$ cat config.mk
export PLATFORM = sky130hd
export DESIGN_NAME = rvx_queue
export DESIGN_NICKNAME = d
export VERILOG_FILES = /design/src/rv_subset_instruction_executor_top_defines.svh /design/src/rvx_pkg.sv /design/src/rvx_queue.sv
export SDC_FILE = /design/constraint.sdc
export NUM_CORES = 1
export LEC_CHECK = 0
export BUFFER_PORTS_ARGS = -buffer_cell sky130_fd_sc_hd__buf_2
export CORE_MARGIN = 4
export CORE_UTILIZATION = 57
export CTS_BUF_LIST = sky130_fd_sc_hd__clkbuf_4 sky130_fd_sc_hd__clkbuf_8
export CTS_CLUSTER_SIZE = 30
export DETAILED_ROUTE_END_ITERATION = 6
export HOLD_SLACK_MARGIN = 0.1
export PLACE_DENSITY_LB_ADDON = 0.25
export SLEW_MARGIN = 5
export SYNTH_ARGS = -nofsm -noshare
export SYNTH_HDL_FRONTEND = slang
export SYNTH_SLANG_ARGS = --single-unit
$ cat constraint.sdc
create_clock -name clock -period 7.6 [get_ports clock]
set_input_delay 0.38 -clock clock [delete_from_list [all_inputs] [get_ports clock]]
set_output_delay 0.38 -clock clock [all_outputs]
set_load 0.1 [all_outputs]
$ cat src/rv_subset_instruction_executor_top_defines.svh
`ifndef RV_SUBSET_INSTRUCTION_EXECUTOR_TOP_DEFINES_SVH
`define RV_SUBSET_INSTRUCTION_EXECUTOR_TOP_DEFINES_SVH

// same-cycle implication
`define RVX_ASSERT_IMP(label, clk, rst, ante, cons) \
   label: assert property (@(posedge clk) disable iff (rst) (ante) |-> (cons)) \
      else $error("rvx assertion failed");

// next-cycle implication
`define RVX_ASSERT_NXT(label, clk, rst, ante, cons) \
   label: assert property (@(posedge clk) disable iff (rst) (ante) |=> (cons)) \
      else $error("rvx assertion failed");

`endif

$ cat src/rvx_pkg.sv
package rvx_pkg;

   localparam int DATA_WORDS_DEF = 65536;
   localparam int PC_BITS_DEF    = 16;
   localparam int QUEUE_DEPTH    = 2;
   localparam int QPTR_BITS      = 1;

   localparam logic [6:0] OPC_R      = 7'b0110011;
   localparam logic [6:0] OPC_I      = 7'b0010011;
   localparam logic [6:0] OPC_LOAD   = 7'b0000011;
   localparam logic [6:0] OPC_STORE  = 7'b0100011;
   localparam logic [6:0] OPC_BRANCH = 7'b1100011;
   localparam logic [6:0] OPC_JALR   = 7'b1100111;
   localparam logic [6:0] OPC_JAL    = 7'b1101111;
   localparam logic [6:0] F7_BASE    = 7'b0000000;
   localparam logic [6:0] F7_ALT     = 7'b0100000;

   localparam logic [4:0]  SP_INDEX = 5'd2;
   localparam logic [31:0] SP_RESET = 32'd100;

   localparam logic [2:0] BR_EQ  = 3'd0;
   localparam logic [2:0] BR_NE  = 3'd1;
   localparam logic [2:0] BR_LT0 = 3'd2;
   localparam logic [2:0] BR_LT1 = 3'd3;
   localparam logic [2:0] BR_GE0 = 3'd4;
   localparam logic [2:0] BR_GE1 = 3'd5;

   typedef enum logic [3:0] {
      ALU_NONE, ALU_ADD, ALU_SUB, ALU_MUL, ALU_DIV, ALU_MOD, ALU_AND, ALU_OR,
      ALU_XOR, ALU_SLL, ALU_SRA, ALU_SLT
   } alu_op_type;

   typedef enum logic [2:0] {
      CLS_NONE, CLS_ALU_R, CLS_ALU_I, CLS_LOAD, CLS_STORE, CLS_BRANCH, CLS_JUMP
   } cls_type;

   typedef enum logic [2:0] {
      ST_IDLE, ST_EXEC, ST_DIV, ST_MEMRD, ST_DONE
   } state_type;

   typedef struct packed {
      cls_type     cls;
      alu_op_type  op;
      logic [2:0]  f3;
      logic [4:0]  rd;
      logic [4:0]  rs1;
      logic [4:0]  rs2;
      logic [31:0] imm;
   } item_type;

   typedef struct packed {
      logic start;
      logic want_rem;
   } div_cmd_type;

   function automatic alu_op_type r_map0(input logic [2:0] f3);
      case (f3)
         3'd0:    return ALU_ADD;
         3'd1:    return ALU_SLL;
         3'd2:    return ALU_SLT;
         3'd3:    return ALU_SLT;
         3'd4:    return ALU_XOR;
         3'd5:    return ALU_SRA;
         3'd6:    return ALU_OR;
         default: return ALU_AND;
      endcase
   endfunction

   function automatic alu_op_type r_map1(input logic [2:0] f3);
      case (f3)
         3'd0:    return ALU_SUB;
         3'd1:    return ALU_MUL;
         3'd2:    return ALU_DIV;
         3'd3:    return ALU_MOD;
         3'd4:    return ALU_DIV;
         3'd5:    return ALU_SRA;
         default: return ALU_NONE;
      endcase
   endfunction

   function automatic alu_op_type i_map(input logic [2:0] f3);
      case (f3)
         3'd0:    return ALU_ADD;
         3'd1:    return ALU_SLT;
         3'd2:    return ALU_SLT;
         3'd3:    return ALU_AND;
         3'd4:    return ALU_OR;
         3'd5:    return ALU_XOR;
         3'd6:    return ALU_SLL;
         default: return ALU_SRA;
      endcase
   endfunction

endpackage

$ cat src/rvx_queue.sv
module rvx_queue (
   input  logic              clock,
   input  logic              reset,
   input  logic              push,
   input  rvx_pkg::item_type push_item,
   output logic              full,
   input  logic              pop,
   output rvx_pkg::item_type head_item,
   output logic              empty
);
   import rvx_pkg::*;

   item_type             mem_ff [QUEUE_DEPTH];
   logic [QPTR_BITS-1:0] wr_ptr_ff, wr_ptr_in, rd_ptr_ff, rd_ptr_in;
   logic [QPTR_BITS:0]   cnt_ff, cnt_in;

   assign full      = (cnt_ff == (QPTR_BITS+1)'(QUEUE_DEPTH));
   assign empty     = (cnt_ff == '0);
   assign head_item = mem_ff[rd_ptr_ff];

   always_comb begin
      wr_ptr_in = push ? wr_ptr_ff + 1'b1 : wr_ptr_ff;
      rd_ptr_in = pop ? rd_ptr_ff + 1'b1 : rd_ptr_ff;
      cnt_in    = cnt_ff;
      if (push && !pop) begin
         cnt_in = cnt_ff + 1'b1;
      end else if (pop && !push) begin
         cnt_in = cnt_ff - 1'b1;
      end
   end

   always_ff @(posedge clock) begin
      if (reset) begin
         wr_ptr_ff <= '0;
         rd_ptr_ff <= '0;
         cnt_ff    <= '0;
      end else begin
         wr_ptr_ff <= wr_ptr_in;
         rd_ptr_ff <= rd_ptr_in;
         cnt_ff    <= cnt_in;
      end
   end

   always_ff @(posedge clock) begin
      if (push) begin
         mem_ff[wr_ptr_ff] <= push_item;
      end
   end

endmodule

==> results.json <==
{
  "grt_use_met3": 0.0702,
  "fmax_mhz": 369,
  "holdWs_ps": 161,
  "final_hold_viol_count": 0,
  "crit_arrival_ps": 2330,
  "utilization": 0.735,
  "drc": 0,
  "min_period_over_period": 0.357,
  "htreeDepth": 4,
  "coreArea_mm2": 0.00733,
  "rr_startpoint": "wr_ptr_ff",
  "ys_ff_latch": 119,
  "synth_cell_type_count": 17,
  "gp_congestion": 0.696,
  "port_buffers": 119,
  "postSynthAreaPerCell_um2": 21.7,
  "wirelength_um": 7470,
  "finalNonFillerCells": 445,
  "worstMarginPinSlew_ps": 655,
  "clock_path_buffers": 2,
  "die_w_um": 95.1,
  "cts_tree": "built",
  "start_kind": "register",
  "netlist_area_mm2": 0.00432,
  "antenna_found_initial": 0,
  "root_buffer": "clkbuf_8",
  "peakVddDrop_uv": 238,
  "ctsHoldBuffers": 0,
  "leakage_nw": 2.05,
  "synthCells": 199,
  "setup_tns_ps": 0,
  "syn_to_final_growth_pct": 24.7,
  "drv_slew": 0,
  "maxSlewHeadroom": 0.562,
  "grt_pass1_vias": 2307,
  "grt_max_degree": 37,
  "firstDrtPassIters": 4,
  "n_antenna_cell": 0,
  "nNetsFinal": 396,
  "crit_path_end_kind": "output port",
  "rsz0062_at_grt": "false",
  "power_density_mw_per_mm2": 314,
  "max_cap_violations": 0,
  "critPathRequiredTime_ps": 7220,
  "fin_crit_ps": 2710,
  "min-delay-start": "push_item[50]",
  "fillCellCount": 476,
  "synth_seq_area_share": 0.815,
  "status": "finished, final reports clean",
  "dieArea_mm2": 0.00904,
  "worstPathMaxFanout": 32,
  "routed_via_density": 5.07,
  "syn-num-nets": 261,
  "drive_above_1_share": 0.610,
  "clk-insertion-delay-late_ps": 400,
  "cpPeakStageDelay_ps": 720,
  "ys_warn_count": 0,
  "cts_resized": 0,
  "critPathKind": "register to output port",
  "crit_chain": "buf_4 > mux2_2 > buf_2",
  "cts_setup_buffers": 0,
  "cts_sinks": 119,
  "clk_pin_slew_ps": 70,
  "std_cell_rows": 31,
  "die_y_um": 95.1,
  "wl_per_cell_um": 16.8,
  "dp_hpwl_um": 4880,
  "vias": 2254,
  "use_met1": 0.208,
  "ios": 120,
  "final-setup-viol-count": 0,
  "hold_path.class": "input port to register",
  "cts_buffers": 17,
  "initial_utilization": 0.590,
  "fin_skew_ps": 8.07,
  "track_usage": 0.172,
  "power_w": 0.00169,
  "grt_pass1_wl_um": 11300,
  "critPathSlowestCell": "dfxtp_2",
  "top_usage_layer": "met2",
  "grt_util_met2": 0.280,
  "dp.cells": 414,
  "grt_overflow_total": 0,
  "drtIter0Drc": 93,
  "ant_nets": 0
}
[through the flow]
| step | setup WS [ps] | instance area, um^2 |
|---|---|---|
| finish | 4890 | 5390 |
| floorplan | 4230 | 4320 |
| CTS | 4840 | 5390 |
| global route | 4750 | 5390 |
| detailed placement | 5290 | 5020 |
| global placement | 5270 | 5020 |
[layout by cell type (no fill, tap or decap), types with 2 or more instances in the layout]
master / instances
xor2_1: 2
clkbuf_8: 17
xnor2_1: 2
nor2_1: 5
dfxtp_1: 4
clkinv_1: 3
mux2_2: 57
edfxtp_1: 114
clkinvlp_4: 3
clkbuf_4: 3
bufinv_16: 2
clkinv_2: 3
buf_2: 119
buf_4: 3
[layer usage]
metal,vias up,part of all wire
li1,1055,-
met1,1100,0.41
met2,95,0.51
met3,4,0.074
met4,0,0.0059
met5,-,0
[final cells by class]
class	count	area, um^2	share of cell area
inverters	1	3.75	0.000696
multi-input cells	73	754	0.140
well taps	99	124	0.0230
clock inverters	11	109	0.0202
clock buffers	20	256	0.0476
flip-flops and latches	119	3520	0.654
repair buffers	122	618	0.115
[worst paths after layout]
path                   endpoint  slack [ps]  cells past startpoint
hold / removal    mem_ff[0][50]         160                      1
setup / recovery  head_item[37]        4890                      3
hold reg to reg       cnt_ff[1]         520                      2
setup reg to reg  mem_ff[1][52]        5770                      2
[flip-flops by register name, summed over array words and instances (netlist names), named ones only]
register / flops
cnt_ff: 2
wr_ptr_ff: 1
rd_ptr_ff: 1
mem_ff: 114
[logic make-up (layout without fill, tap and decap cells)]
logic type,count (synthesis),in the layout,share of synthesized area
DFF,119,119,0.815
buffers and inverters,7,154,0.0127
and+or+nand+nor,9,9,0.0107
AOI/OAI and AO/OA,2,2,0.00231
adders and majority gates,1,1,0.00289
muxes,57,57,0.148
xor gates and xnor gates,4,4,0.00810
[report_power, final]
part | total [W] | internal [W] | switching [W] | leakage (nW)
Clock | 0.000518 | 0.000295 | 0.000224 | 0.181
Sequential | 0.000780 | 0.000765 | 0.0000152 | 1.11
Combinational | 0.000393 | 0.0000730 | 0.000320 | 0.756
Total | 0.00169 | 0.00113 | 0.000559 | 2.05
[synth_stat cells (all sizes together)]
master | instances | area (um^2)
xor2 | 2 | 17.5
nor2 | 5 | 18.8
inv | 1 | 3.75
and2 | 1 | 6.26
a21oi | 1 | 5.00
ha | 1 | 12.5
nor2b | 1 | 6.26
dfxtp | 5 | 100
and2b | 1 | 8.76
buf | 6 | 51.3
or3 | 1 | 6.26
mux2 | 57 | 642
o21ai | 1 | 5.00
edfxtp | 114 | 3420
xnor2 | 2 | 17.5
[critical path: cells and delay by family, from the launching register on]
family	cells	cell delay, ps
mux	1	390
buf+inv	2	790
flops	1	720
Power figures use the tool's default switching activity.
