File: config.mk
export PLATFORM = sky130hd
export DESIGN_NAME = rvx_front
export DESIGN_NICKNAME = d
export VERILOG_FILES = /design/src/rv_subset_instruction_executor_top_defines.svh /design/src/rvx_pkg.sv /design/src/rvx_front.sv
export SDC_FILE = /design/constraint.sdc
export NUM_CORES = 1
export LEC_CHECK = 0
export ABC_CLOCK_PERIOD_IN_PS = 3800
export BUFFER_PORTS_ARGS = -buffer_cell sky130_fd_sc_hd__buf_2
export CORE_ASPECT_RATIO = 1.5
export CORE_UTILIZATION = 31
export DETAILED_ROUTE_END_ITERATION = 12
export PLACE_DENSITY = 0.75
export SLEW_MARGIN = 25
export SYNTH_ARGS = -nofsm -noshare
export SYNTH_HDL_FRONTEND = slang
export SYNTH_SLANG_ARGS = --single-unit
File: constraint.sdc
create_clock -name vclk -period 3.8
set_input_delay 0.76 -clock vclk [all_inputs]
set_output_delay 0.76 -clock vclk [all_outputs]
set_load 0.05 [all_outputs]
File: src/rv_subset_instruction_executor_top_defines.svh
`ifndef RV_SUBSET_INSTRUCTION_EXECUTOR_TOP_DEFINES_SVH
`define RV_SUBSET_INSTRUCTION_EXECUTOR_TOP_DEFINES_SVH

// same-cycle implication
`define RVX_ASSERT_IMP(label, clk, rst, ante, cons) \
   label: assert property (@(posedge clk) disable iff (rst) (ante) |-> (cons)) \
      else $error("rvx assertion failed");

// next-cycle implication
`define RVX_ASSERT_NXT(label, clk, rst, ante, cons) \
   label: assert property (@(posedge clk) disable iff (rst) (ante) |=> (cons)) \
      else $error("rvx assertion failed");

`endif

File: src/rvx_pkg.sv
package rvx_pkg;

   localparam int DATA_WORDS_DEF = 65536;
   localparam int PC_BITS_DEF    = 16;
   localparam int QUEUE_DEPTH    = 2;
   localparam int QPTR_BITS      = 1;

   localparam logic [6:0] OPC_R      = 7'b0110011;
   localparam logic [6:0] OPC_I      = 7'b0010011;
   localparam logic [6:0] OPC_LOAD   = 7'b0000011;
   localparam logic [6:0] OPC_STORE  = 7'b0100011;
   localparam logic [6:0] OPC_BRANCH = 7'b1100011;
   localparam logic [6:0] OPC_JALR   = 7'b1100111;
   localparam logic [6:0] OPC_JAL    = 7'b1101111;
   localparam logic [6:0] F7_BASE    = 7'b0000000;
   localparam logic [6:0] F7_ALT     = 7'b0100000;

   localparam logic [4:0]  SP_INDEX = 5'd2;
   localparam logic [31:0] SP_RESET = 32'd100;

   localparam logic [2:0] BR_EQ  = 3'd0;
   localparam logic [2:0] BR_NE  = 3'd1;
   localparam logic [2:0] BR_LT0 = 3'd2;
   localparam logic [2:0] BR_LT1 = 3'd3;
   localparam logic [2:0] BR_GE0 = 3'd4;
   localparam logic [2:0] BR_GE1 = 3'd5;

   typedef enum logic [3:0] {
      ALU_NONE, ALU_ADD, ALU_SUB, ALU_MUL, ALU_DIV, ALU_MOD, ALU_AND, ALU_OR,
      ALU_XOR, ALU_SLL, ALU_SRA, ALU_SLT
   } alu_op_type;

   typedef enum logic [2:0] {
      CLS_NONE, CLS_ALU_R, CLS_ALU_I, CLS_LOAD, CLS_STORE, CLS_BRANCH, CLS_JUMP
   } cls_type;

   typedef enum logic [2:0] {
      ST_IDLE, ST_EXEC, ST_DIV, ST_MEMRD, ST_DONE
   } state_type;

   typedef struct packed {
      cls_type     cls;
      alu_op_type  op;
      logic [2:0]  f3;
      logic [4:0]  rd;
      logic [4:0]  rs1;
      logic [4:0]  rs2;
      logic [31:0] imm;
   } item_type;

   typedef struct packed {
      logic start;
      logic want_rem;
   } div_cmd_type;

   function automatic alu_op_type r_map0(input logic [2:0] f3);
      case (f3)
         3'd0:    return ALU_ADD;
         3'd1:    return ALU_SLL;
         3'd2:    return ALU_SLT;
         3'd3:    return ALU_SLT;
         3'd4:    return ALU_XOR;
         3'd5:    return ALU_SRA;
         3'd6:    return ALU_OR;
         default: return ALU_AND;
      endcase
   endfunction

   function automatic alu_op_type r_map1(input logic [2:0] f3);
      case (f3)
         3'd0:    return ALU_SUB;
         3'd1:    return ALU_MUL;
         3'd2:    return ALU_DIV;
         3'd3:    return ALU_MOD;
         3'd4:    return ALU_DIV;
         3'd5:    return ALU_SRA;
         default: return ALU_NONE;
      endcase
   endfunction

   function automatic alu_op_type i_map(input logic [2:0] f3);
      case (f3)
         3'd0:    return ALU_ADD;
         3'd1:    return ALU_SLT;
         3'd2:    return ALU_SLT;
         3'd3:    return ALU_AND;
         3'd4:    return ALU_OR;
         3'd5:    return ALU_XOR;
         3'd6:    return ALU_SLL;
         default: return ALU_SRA;
      endcase
   endfunction

endpackage

File: src/rvx_front.sv
module rvx_front (
   input  logic              req_valid,
   output logic              req_ready,
   input  logic [31:0]       req_instr_word,
   input  logic              init_done,
   input  logic              q_full,
   output logic              q_push,
   output rvx_pkg::item_type q_item
);
   import rvx_pkg::*;

   logic [31:0] w;
   logic [31:0] imm_i, imm_s, imm_j;
   alu_op_type  r_op;

   assign w     = req_instr_word;
   assign imm_i = {{20{w[31]}}, w[31:20]};
   assign imm_s = {{20{w[31]}}, w[31:25], w[11:7]};
   assign imm_j = {{12{w[31]}}, w[31:12]};

   assign req_ready = init_done && !q_full;
   assign q_push    = req_valid && req_ready;

   always_comb begin
      if (w[31:25] == F7_BASE) begin
         r_op = r_map0(w[14:12]);
      end else if (w[31:25] == F7_ALT) begin
         r_op = r_map1(w[14:12]);
      end else begin
         r_op = ALU_NONE;
      end

      q_item.cls = CLS_NONE;
      q_item.op  = ALU_NONE;
      q_item.f3  = w[14:12];
      q_item.rd  = w[11:7];
      q_item.rs1 = w[19:15];
      q_item.rs2 = w[24:20];
      q_item.imm = imm_i;
      case (w[6:0])
         OPC_R: begin
            q_item.op  = r_op;
            q_item.cls = (r_op == ALU_NONE) ? CLS_NONE : CLS_ALU_R;
         end
         OPC_I: begin
            q_item.cls = CLS_ALU_I;
            q_item.op  = i_map(w[14:12]);
         end
         OPC_LOAD: begin
            q_item.cls = CLS_LOAD;
         end
         OPC_STORE: begin
            q_item.cls = CLS_STORE;
            q_item.imm = imm_s;
         end
         OPC_BRANCH: begin
            q_item.cls = CLS_BRANCH;
            q_item.imm = imm_s;
         end
         OPC_JALR: begin
            q_item.cls = CLS_JUMP;
         end
         OPC_JAL: begin
            q_item.cls = CLS_JUMP;
            q_item.imm = imm_j;
         end
         default: begin
            q_item.cls = CLS_NONE;
         end
      endcase
   end

endmodule

==> run metrics <==
run status=finished clean; largest family of logic cells by synthesized area=buffers and inverters; Starting DRT DRC Count=8; crit path capture type=output port; # DRC=0; RSZ-0062 raised after global routing=false; arrival time at the worst endpoint=2590 ps; antenna violations before repair=0; Mean Syn Cell Area=between 6 and 7 um^2; Finish-stage setup viols=0; die area=between 0.002 and 0.003 mm^2; Worst VDD drop=between 100 and 150 uV; WP buf/inv=2; Fmax=~0.3 GHz; max_slew headroom=0.657; First-pass DRT Iterations=4; crit start category=primary input; Via density=about 4.6; Crit path required time=3040 ps; DR WL/cell=10.5 um; synth unique cells=35; Clock Buffer Count=0; cts hold-fix bufs=0; global-route wire length before repair=3640 um; Final #Nets=220; final sequential cell count=0; Area growth, synth to finish=31.0%; Detail Placement HPWL=1970 um; Ys Warns=0; Crit Path Max Fanout=4; Antenna Violating Nets Remaining=0; Die Span X=44.3 um; all-layer global routing usage=0.151; Worst path max stage delay=530 ps; worst slew pin tran=513 ps; core area=0.00250 mm^2; Hold Path Stages=2; Final min period=3350 ps; CP max stage cell=or4_4; Setup TNS=0 ps; fin crit share=0.882; Seq pwr share=0; starting density of the core=0.332; Worst setup startpoint=req_instr_word[27]; Logic pwr share=1.000; I/O pins=94; Post-CTS Setup Inserts=0; Post-Synth Simple-Gate Area=0.281; via count=1,018; Max Cap Violations=0; Post-Syn Instances=126; Hold Fails Final Rpt=0; Final Core Density=0.435; Compound-Gate Fraction of Synth Area=0.266; DP Worst Slack=approximately 440 ps; total congestion overflow=0; syn nets=161; mux cell area share after synthesis=0.0677; Worst Setup EP=q_item[50]; WS Path Type=primary input to output port; routed wire length=2290 um; Reg area=0 um^2; post-synthesis adder-cell area fraction=0.0120; Inserted Diodes=0; Netlist Area Pre-Place=between 800 and 900 um^2; fin. max-slew vios=0; delay-heaviest family, CP=simple AND/OR/NAND/NOR gates; buffers added on ports=94; LEAKAGE=0.626 nW; worst path cell trace=buf_2 -> or4_4 -> or4_4 -> a21oi_2 -> nor2_1 -> a211oi_2 -> buf_2; XOR/XNOR Fraction of Synth Area=0.0211; routability-driven placement congestion ratio=0.822; cell area power density=roughly 190 mW/mm^2; Crit. path cell count=7; chip height=65.5 um; Worst Hold Class=primary input to output port; worst hold start=req_instr_word[18]; Pint=between 0.04 and 0.05 mW; switching share of total power=0.757; Resized Gates After CTS=0; Setup WS post-layout=450 ps; FP Rows=22; Clk pwr share=0; vias in the first global route=between 900 and 1,000; Net Sw Power=0.153 mW; sequential share of the synthesized area=0; fraction of layout cells with a size suffix above 1=0.596; largest net degree at the start of global routing=23
[cell usage after synthesis, types with 3 or more instances]
| master | instances | area share |
|---|---|---|
| buf_4 | 31 | 0.28 |
| nand2_1 | 21 | 0.095 |
| mux2_2 | 5 | 0.068 |
| buf_2 | 3 | 0.018 |
| nor2b_1 | 4 | 0.030 |
| a21o_1 | 7 | 0.063 |
| inv_1 | 4 | 0.018 |
| o21ai_0 | 3 | 0.018 |
| nand2b_1 | 3 | 0.023 |
| a22oi_1 | 5 | 0.045 |
| nor2_1 | 8 | 0.036 |
| a21oi_1 | 3 | 0.018 |
[area by class of cell]
class	count	area, um^2
tap	36	45.0
fill	290	1420
inverter	4	15.0
multi-input combinational	84	552
timing repair buffer	95	478
[power groups by stage]
stage / logic, mW / registers [mW] / clock network (mW)
final: 0.202 / 0 / 0
after global routing: 0.214 / 0 / 0
after CTS: 0.203 / 0 / 0
after detailed placement: 0.203 / 0 / 0
after global placement: 0.202 / 0 / 0
after floorplan: 0.172 / 0 / 0
[stage by stage]
stage,cell area (um^2),cells,total power [mW],hold WS [ps]
after detailed placement,1090,219,0.203,1820
after global routing,1090,219,0.214,1830
after floorplan,838,126,0.172,1690
after CTS,1090,219,0.203,1820
after global placement,1090,219,0.202,1820
final,1090,219,0.202,1820
[cells in the final DEF (no fill, tap or decap), drive strengths merged]
| cell type | instances |
|---|---|
| or4 | 2 |
| a211oi | 1 |
| o31ai | 1 |
| nor3 | 2 |
| a21o | 8 |
| nor4 | 1 |
| o22a | 1 |
| inv | 4 |
| mux2 | 5 |
| nor2b | 4 |
| nand3b | 1 |
| buf | 95 |
| or2 | 1 |
| o22ai | 1 |
| nand4bb | 1 |
| or3 | 1 |
| maj3 | 1 |
| a22oi | 5 |
| a31oi | 1 |
| a2111oi | 2 |
| a21oi | 4 |
| o32ai | 1 |
| nor2 | 8 |
| o21ai | 3 |
| nand2b | 3 |
| and2 | 1 |
| nand2 | 21 |
| a311oi | 1 |
| xor2 | 2 |
| o211ai | 1 |
[worst min path at each step]
stage / endpoint / slack, ps
2_1_floorplan: q_item[19] / 1690
3_3_place_gp: q_item[39] / 1820
3_5_place_dp: q_item[39] / 1820
4_1_cts: q_item[39] / 1820
5_1_grt: q_item[41] / 1830
6_report: q_item[40] / 1820
[per-layer routing]
metal  track usage  up-vias  routed length, um
met5             0        -                  0
met4             0        0                  0
met3       0.00275        0                130
met2         0.305       51               1260
met1         0.180      447                906
li1              -      520                  -
[logic make-up (layout without fill, tap and decap cells)]
group                    Yosys count  count (layout)
AO/OA/AOI/OAI                     30              30
XOR/XNOR                           2               2
adder cells (fa/ha/maj)            1               1
buffers and inverters             42              99
multiplexers                       5               5
AND/OR/NAND/NOR                   46              46
(Power assumes the default switching activity.)
